### src/rtl/core/fdl_pkg.sv
// shared constants and types for the fractional delay line
`default_nettype none
package fdl_pkg;

   // sample store geometry (power of two)
   localparam int DEPTH  = 1024;
   localparam int ADDR_W = $clog2(DEPTH);

   // field widths
   localparam int SAMPLE_W = 24;
   localparam int INT_W    = 10;
   localparam int FRAC_W   = 16;
   localparam int DELAY_W  = INT_W + FRAC_W;
   localparam int CMD_W    = 3;

   // command codes
   localparam logic [CMD_W-1:0] CMD_WRITE       = 3'd0;
   localparam logic [CMD_W-1:0] CMD_WRITE_LIN   = 3'd1;
   localparam logic [CMD_W-1:0] CMD_LINEAR      = 3'd2;
   localparam logic [CMD_W-1:0] CMD_HERMITE     = 3'd3;
   localparam logic [CMD_W-1:0] CMD_DEFAULT_RD  = 3'd4;

   // kind of read handed to the interpolator
   typedef enum logic [1:0] {
      MODE_DIRECT,
      MODE_LINEAR,
      MODE_HERMITE
   } mode_type;

   // interpolator control
   typedef struct packed {
      logic     start;
      mode_type mode;
   } interp_ctl_type;

endpackage
`default_nettype wire

### src/rtl/core/fdl_interp.sv
// interpolation unit: direct, linear and four-point hermite with one shared multiplier
`default_nettype none
module fdl_interp
   import fdl_pkg::*;
(
   input  logic                       clock,
   input  logic                       reset,
   input  interp_ctl_type             ctl,
   input  logic signed [SAMPLE_W-1:0] xm1,
   input  logic signed [SAMPLE_W-1:0] x0,
   input  logic signed [SAMPLE_W-1:0] x1,
   input  logic signed [SAMPLE_W-1:0] x2,
   input  logic [FRAC_W-1:0]          frac,
   output logic                       done,
   output logic signed [SAMPLE_W-1:0] result
);

   localparam int MUL_A_W = 30;
   localparam int PROD_W  = MUL_A_W + FRAC_W + 1;
   localparam int RND_W   = PROD_W - FRAC_W;
   localparam int ACC_W   = 32;

   typedef enum logic [2:0] {
      IS_IDLE,
      IS_COEF1,
      IS_COEF2,
      IS_MUL,
      IS_ACC,
      IS_FIN
   } istate_type;

   istate_type                 state_ff;
   mode_type                   mode_ff;
   logic [1:0]                 step_ff;
   logic                       done_ff;
   logic signed [SAMPLE_W-1:0] result_ff;

   logic signed [SAMPLE_W:0]   c_ff;
   logic signed [SAMPLE_W+1:0] v_ff;
   logic signed [SAMPLE_W:0]   e_ff;
   logic signed [SAMPLE_W+4:0] b_ff;
   logic signed [MUL_A_W-1:0]  mul_a_ff;
   logic signed [PROD_W-1:0]   prod_ff;
   logic signed [MUL_A_W-1:0]  h_ff;

   // saturate to the sample range
   function automatic logic signed [SAMPLE_W-1:0] sat24(input logic signed [ACC_W-1:0] v);
      logic signed [ACC_W-1:0] hi;
      logic signed [ACC_W-1:0] lo;
      hi = ACC_W'(8388607);
      lo = -ACC_W'(8388608);
      if (v > hi) begin
         sat24 = SAMPLE_W'(hi);
      end else if (v < lo) begin
         sat24 = SAMPLE_W'(lo);
      end else begin
         sat24 = v[SAMPLE_W-1:0];
      end
   endfunction

   // shared multiplier, fraction taken as a positive operand
   logic signed [PROD_W-1:0] prod_in;
   assign prod_in = mul_a_ff * $signed({1'b0, frac});

   // round half up by 2^16
   logic signed [PROD_W:0] rnd_sum;
   logic signed [RND_W-1:0] rnd_val;
   assign rnd_sum = (PROD_W+1)'(prod_ff) + (PROD_W+1)'(32768);
   assign rnd_val = rnd_sum[PROD_W-1:FRAC_W];

   // first hermite coefficients
   logic signed [SAMPLE_W+1:0] dx01;
   assign dx01 = (SAMPLE_W+2)'(x0) - (SAMPLE_W+2)'(x1);

   // second hermite coefficients: w = c+v, a = w+v+e, b = w+a
   logic signed [SAMPLE_W+4:0] w_val;
   logic signed [SAMPLE_W+4:0] a_val;
   assign w_val = (SAMPLE_W+5)'(c_ff) + (SAMPLE_W+5)'(v_ff);
   assign a_val = w_val + (SAMPLE_W+5)'(v_ff) + (SAMPLE_W+5)'(e_ff);

   // horner accumulate terms
   logic signed [ACC_W-1:0] h_minus_b;
   logic signed [ACC_W-1:0] h_plus_c;
   logic signed [ACC_W-1:0] lin_sum;
   logic signed [ACC_W-1:0] fin_sum;
   logic signed [ACC_W-1:0] fin_val;
   assign h_minus_b = ACC_W'(rnd_val) - ACC_W'(b_ff);
   assign h_plus_c  = ACC_W'(rnd_val) + ACC_W'(c_ff);
   assign lin_sum   = ACC_W'(x0) + ACC_W'(rnd_val);
   assign fin_sum   = ACC_W'(h_ff) + (ACC_W'(x0) <<< 1) + ACC_W'(1);
   assign fin_val   = fin_sum >>> 1;

   // sequencer with registered result and done pulse
   always_ff @(posedge clock) begin
      if (reset) begin
         state_ff <= IS_IDLE;
         done_ff  <= 1'b0;
      end else begin
         done_ff <= 1'b0;
         unique case (state_ff)
            IS_IDLE: begin
               if (ctl.start) begin
                  mode_ff <= ctl.mode;
                  step_ff <= 2'd0;
                  unique case (ctl.mode)
                     MODE_DIRECT: begin
                        result_ff <= x0;
                        done_ff   <= 1'b1;
                     end
                     MODE_LINEAR: begin
                        mul_a_ff <= MUL_A_W'(x1) - MUL_A_W'(x0);
                        state_ff <= IS_MUL;
                     end
                     MODE_HERMITE: begin
                        state_ff <= IS_COEF1;
                     end
                     default: begin
                        result_ff <= x0;
                        done_ff   <= 1'b1;
                     end
                  endcase
               end
            end
            IS_COEF1: begin
               c_ff     <= (SAMPLE_W+1)'(x1) - (SAMPLE_W+1)'(xm1);
               v_ff     <= dx01 <<< 1;
               e_ff     <= (SAMPLE_W+1)'(x2) - (SAMPLE_W+1)'(x0);
               state_ff <= IS_COEF2;
            end
            IS_COEF2: begin
               b_ff     <= w_val + a_val;
               mul_a_ff <= MUL_A_W'(a_val);
               state_ff <= IS_MUL;
            end
            IS_MUL: begin
               prod_ff  <= prod_in;
               state_ff <= IS_ACC;
            end
            IS_ACC: begin
               if (mode_ff == MODE_LINEAR) begin
                  result_ff <= sat24(lin_sum);
                  done_ff   <= 1'b1;
                  state_ff  <= IS_IDLE;
               end else begin
                  step_ff <= step_ff + 2'd1;
                  unique case (step_ff)
                     2'd0: begin
                        mul_a_ff <= h_minus_b[MUL_A_W-1:0];
                        state_ff <= IS_MUL;
                     end
                     2'd1: begin
                        mul_a_ff <= h_plus_c[MUL_A_W-1:0];
                        state_ff <= IS_MUL;
                     end
                     default: begin
                        h_ff     <= rnd_val[MUL_A_W-1:0];
                        state_ff <= IS_FIN;
                     end
                  endcase
               end
            end
            IS_FIN: begin
               result_ff <= sat24(fin_val);
               done_ff   <= 1'b1;
               state_ff  <= IS_IDLE;
            end
            default: begin
               state_ff <= IS_IDLE;
            end
         endcase
      end
   end

   assign done   = done_ff;
   assign result = result_ff;

endmodule
`default_nettype wire

### config.mk
export PLATFORM = sky130hd
export DESIGN_NAME = fdl_interp
export DESIGN_NICKNAME = d
export VERILOG_FILES = /design/src/rtl/core/fdl_pkg.sv /design/src/rtl/core/fdl_interp.sv
export SDC_FILE = /design/constraint.sdc
export NUM_CORES = 2
export LEC_CHECK = 0
export BUFFER_PORTS_ARGS = -buffer_cell sky130_fd_sc_hd__buf_2
export CORE_MARGIN = 2
export CORE_UTILIZATION = 43
export CTS_CLUSTER_SIZE = 14
export DETAILED_ROUTE_END_ITERATION = 12
export SLEW_MARGIN = 20
export SYNTH_ARGS = -nofsm -noshare
export SYNTH_HDL_FRONTEND = slang
export SYNTH_SLANG_ARGS = --single-unit
### constraint.sdc
create_clock -name clock -period 10.1 [get_ports clock]
set_input_delay 1.515 -clock clock [delete_from_list [all_inputs] [get_ports clock]]
set_output_delay 1.515 -clock clock [all_outputs]
set_load 0.005 [all_outputs]
==> results.sh <==
export IMPL_core_um2=89900
export IMPL_grt_antenna_before_repair=3
export IMPL_grtUsageMet2=0.389
export IMPL_areaGrowthSynthToFinish_pct=7.06
export IMPL_mostFrequentLayoutCell="inv_1"
export IMPL_max_cap_violations=0
export IMPL_wl_per_cell_um=18.9
export IMPL_yosysWarnings=0
export IMPL_yosys_most_used_dff="edfxtp_1"
export IMPL_drc=0
export IMPL_min_path_type="flip-flop to flip-flop"
export IMPL_slew_violations=0
export IMPL_rsz0062_at_grt="false"
export IMPL_layout_nets=5410
export IMPL_synth_fp_nets=5355
export IMPL_first_pass_iters=6
export IMPL_ys_async_sr_fraction=0
export IMPL_yosysSeqAreaShare=0.175
export IMPL_hold_worst_slack_ns=0.606
export IMPL_multi_input_area_um2=28900
export IMPL_met3_usage=0.0311
export IMPL_period_needed_ns=7.98
export IMPL_clock_fmax_mhz=125
export IMPL_slew_headroom=0.325
export IMPL_seq_area_um2=6810
export IMPL_cts_buffer_depth=3
export IMPL_vias=30300
export IMPL_drt_iter0_markers=1994
export IMPL_ys_types=92
export IMPL_met1_usage=0.319
export IMPL_worst_setup_path_type="primary input to flip-flop"
export IMPL_status="finished clean"
export IMPL_h_tree_depth=1
export IMPL_syn_area_per_cell_um2=8.95
export IMPL_postCtsResizedCells=0
export IMPL_worstPathRequired_ns=10.42
export IMPL_grt_total_usage=0.232
export IMPL_dieArea_um2=93100
export IMPL_worstPathMaxFanout=30
export IMPL_pin_count=142
export IMPL_pre_cts_ws_ns=1.52
export IMPL_hpwlAfterDp_um=86900
export IMPL_drt_total_wl_um=106000
export IMPL_grt_start_max_net_pins=76
export IMPL_cp_end_kind="flip-flop"
export IMPL_final_cell_mix="744 x inv_1, 496 x nand2_1, 494 x fa_1"
export IMPL_min_period_over_period=0.790
export IMPL_synth_seq_cells=228
export IMPL_nFillCells=8767
export IMPL_busiest_layer="met2"
export IMPL_start_util=0.434
export IMPL_setup_tns_ns=0
export IMPL_synthCells=4358
export IMPL_rows=110
export IMPL_fp_dieW_um=305
export IMPL_setup_worst_path_start_class="primary input"
export IMPL_cts_hold_buf=0
export IMPL_synth_edf_count=224
export IMPL_worst_pin_slew_ns=1.01
export IMPL_skew_ns=0.0266
export IMPL_cts_setup_buffers=0
export IMPL_gp_congestion=0.912
export IMPL_cts_buffers=27
export IMPL_finalHoldViolCount=0
export IMPL_cts_root_buf="clkbuf_16"
export IMPL_ant_nets=0
export IMPL_synth_area_um2=39000
export IMPL_gr_total_overflow=0
export IMPL_portBuffers=141
export IMPL_clkLatencyLatePin_ns=0.59
export IMPL_path_clk_slew_ns=0.07
export IMPL_worstPathArrival_ns=8.30
export IMPL_clock_sinks=228
export IMPL_setup_viol=0
export IMPL_fin_ws_ns=2.12
export IMPL_cts_tree="built"
export IMPL_layout_drive_gt1_share=0.0577
export IMPL_avgViaCountPerCell=5.41
export IMPL_grt_pass1_vias=31300
export IMPL_die_y_um=305
export IMPL_grt_pass1_wl_um=171000
[metrics by stage]
step	std cells	instance area, um^2	util
6_report	5613	41700	0.464
5_1_grt	5610	41700	0.464
4_1_cts	5610	41700	0.464
3_5_place_dp	5560	40800	0.454
3_3_place_gp	5560	40800	0.454
2_1_floorplan	4358	39000	-
[worst max-delay path: stages]
cell,delay (ns)
buf_2,0.58
nand2_1,0.19
fa_1,0.54
fa_1,0.52
fa_1,0.52
inv_1,0.05
fa_1,0.51
fa_1,0.51
inv_1,0.05
fa_1,0.47
inv_1,0.04
ha_1,0.31
nand2_1,0.08
nor2_1,0.17
nand3_1,0.09
or3_1,0.33
a21oi_1,0.40
o2111ai_1,0.28
a21boi_0,0.32
o211ai_1,0.16
and2_1,0.21
o21ai_0,0.28
a311oi_1,0.14
[cell families after synthesis]
| kind of cell | count (synthesis) | synth area share |
|---|---|---|
| DFF | 228 | 0.175 |
| and+or+nand+nor | 1243 | 0.155 |
| xor gates and xnor gates | 305 | 0.0690 |
| muxes | 12 | 0.00321 |
| buffers and inverters | 878 | 0.0850 |
| AOI/OAI and AO/OA | 812 | 0.136 |
| adders and majority gates | 880 | 0.377 |
[path summary, 6_finish.rpt]
path / cells after the start / slack [ns] / startpoint / endpoint
worst min register to register: 1 / 0.61 / step_ff[0] / step_ff[0]
worst max register to register: 22 / 2.68 / mul_a_ff[11] / prod_ff[45]
worst max-delay path: 23 / 2.12 / frac[2] / prod_ff[45]
worst min-delay path: 1 / 0.61 / step_ff[0] / step_ff[0]
[final cells by class]
| type | count | share of cell area |
|---|---|---|
| Antenna cell | 3 | 0.000180 |
| Sequential cell | 228 | 0.163 |
| Tap cell | 1176 | 0.0352 |
| Inverter | 744 | 0.0669 |
| Clock inverter | 20 | 0.00534 |
| Timing Repair Buffer | 160 | 0.0203 |
| Multi-Input combinational cell | 3252 | 0.693 |
| Clock buffer | 30 | 0.0165 |
[layer usage]
layer | part of all wire | up-vias
met5 | 0 | -
li1 | - | 14500
met3 | 0.065 | 128
met2 | 0.46 | 854
met1 | 0.45 | 14900
met4 | 0.024 | 0
[registers in the layout, summed over array words and instances (netlist names)]
register  flops
prod_ff      32
h_ff         30
mul_a_ff     30
b_ff         29
c_ff         25
e_ff         25
v_ff         25
result       24
state_ff      3
mode_ff       2
step_ff       2
done          1
[Yosys cell counts (7+ instances only)]
cell type / number / area share
inv_1: 744 / 0.072
nand4_1: 30 / 0.0048
a21o_1: 108 / 0.021
nand3_1: 57 / 0.0073
nand2_1: 496 / 0.048
ha_1: 386 / 0.12
xnor2_1: 203 / 0.046
a21oi_1: 215 / 0.028
clkbuf_1: 125 / 0.012
a41oi_1: 7 / 0.0016
mux2i_1: 8 / 0.0021
fa_1: 494 / 0.25
o2111ai_1: 29 / 0.0065
o211ai_1: 15 / 0.0029
and3_1: 34 / 0.0055
nor2_1: 188 / 0.018
nor4_1: 15 / 0.0024
and2_1: 193 / 0.031
a221oi_1: 8 / 0.0018
a211oi_1: 16 / 0.0031
o21ai_0: 184 / 0.024
nand2b_1: 61 / 0.0098
o31ai_1: 14 / 0.0027
a31o_2: 9 / 0.0020
edfxtp_1: 224 / 0.17
and4_1: 10 / 0.0022
o221ai_1: 9 / 0.0020
xor2_1: 101 / 0.023
a31oi_1: 24 / 0.0039
o21bai_1: 28 / 0.0054
o21a_1: 36 / 0.0069
or3_1: 15 / 0.0024
nor3_1: 57 / 0.0073
a22oi_1: 17 / 0.0033
nor2b_1: 41 / 0.0066
or2_2: 12 / 0.0019
a221o_1: 7 / 0.0018
a21boi_0: 18 / 0.0035
Power is left out: the tool's default activity adds up to more than one toggle a clock period on the data nets, which glitch-free logic cannot reach.
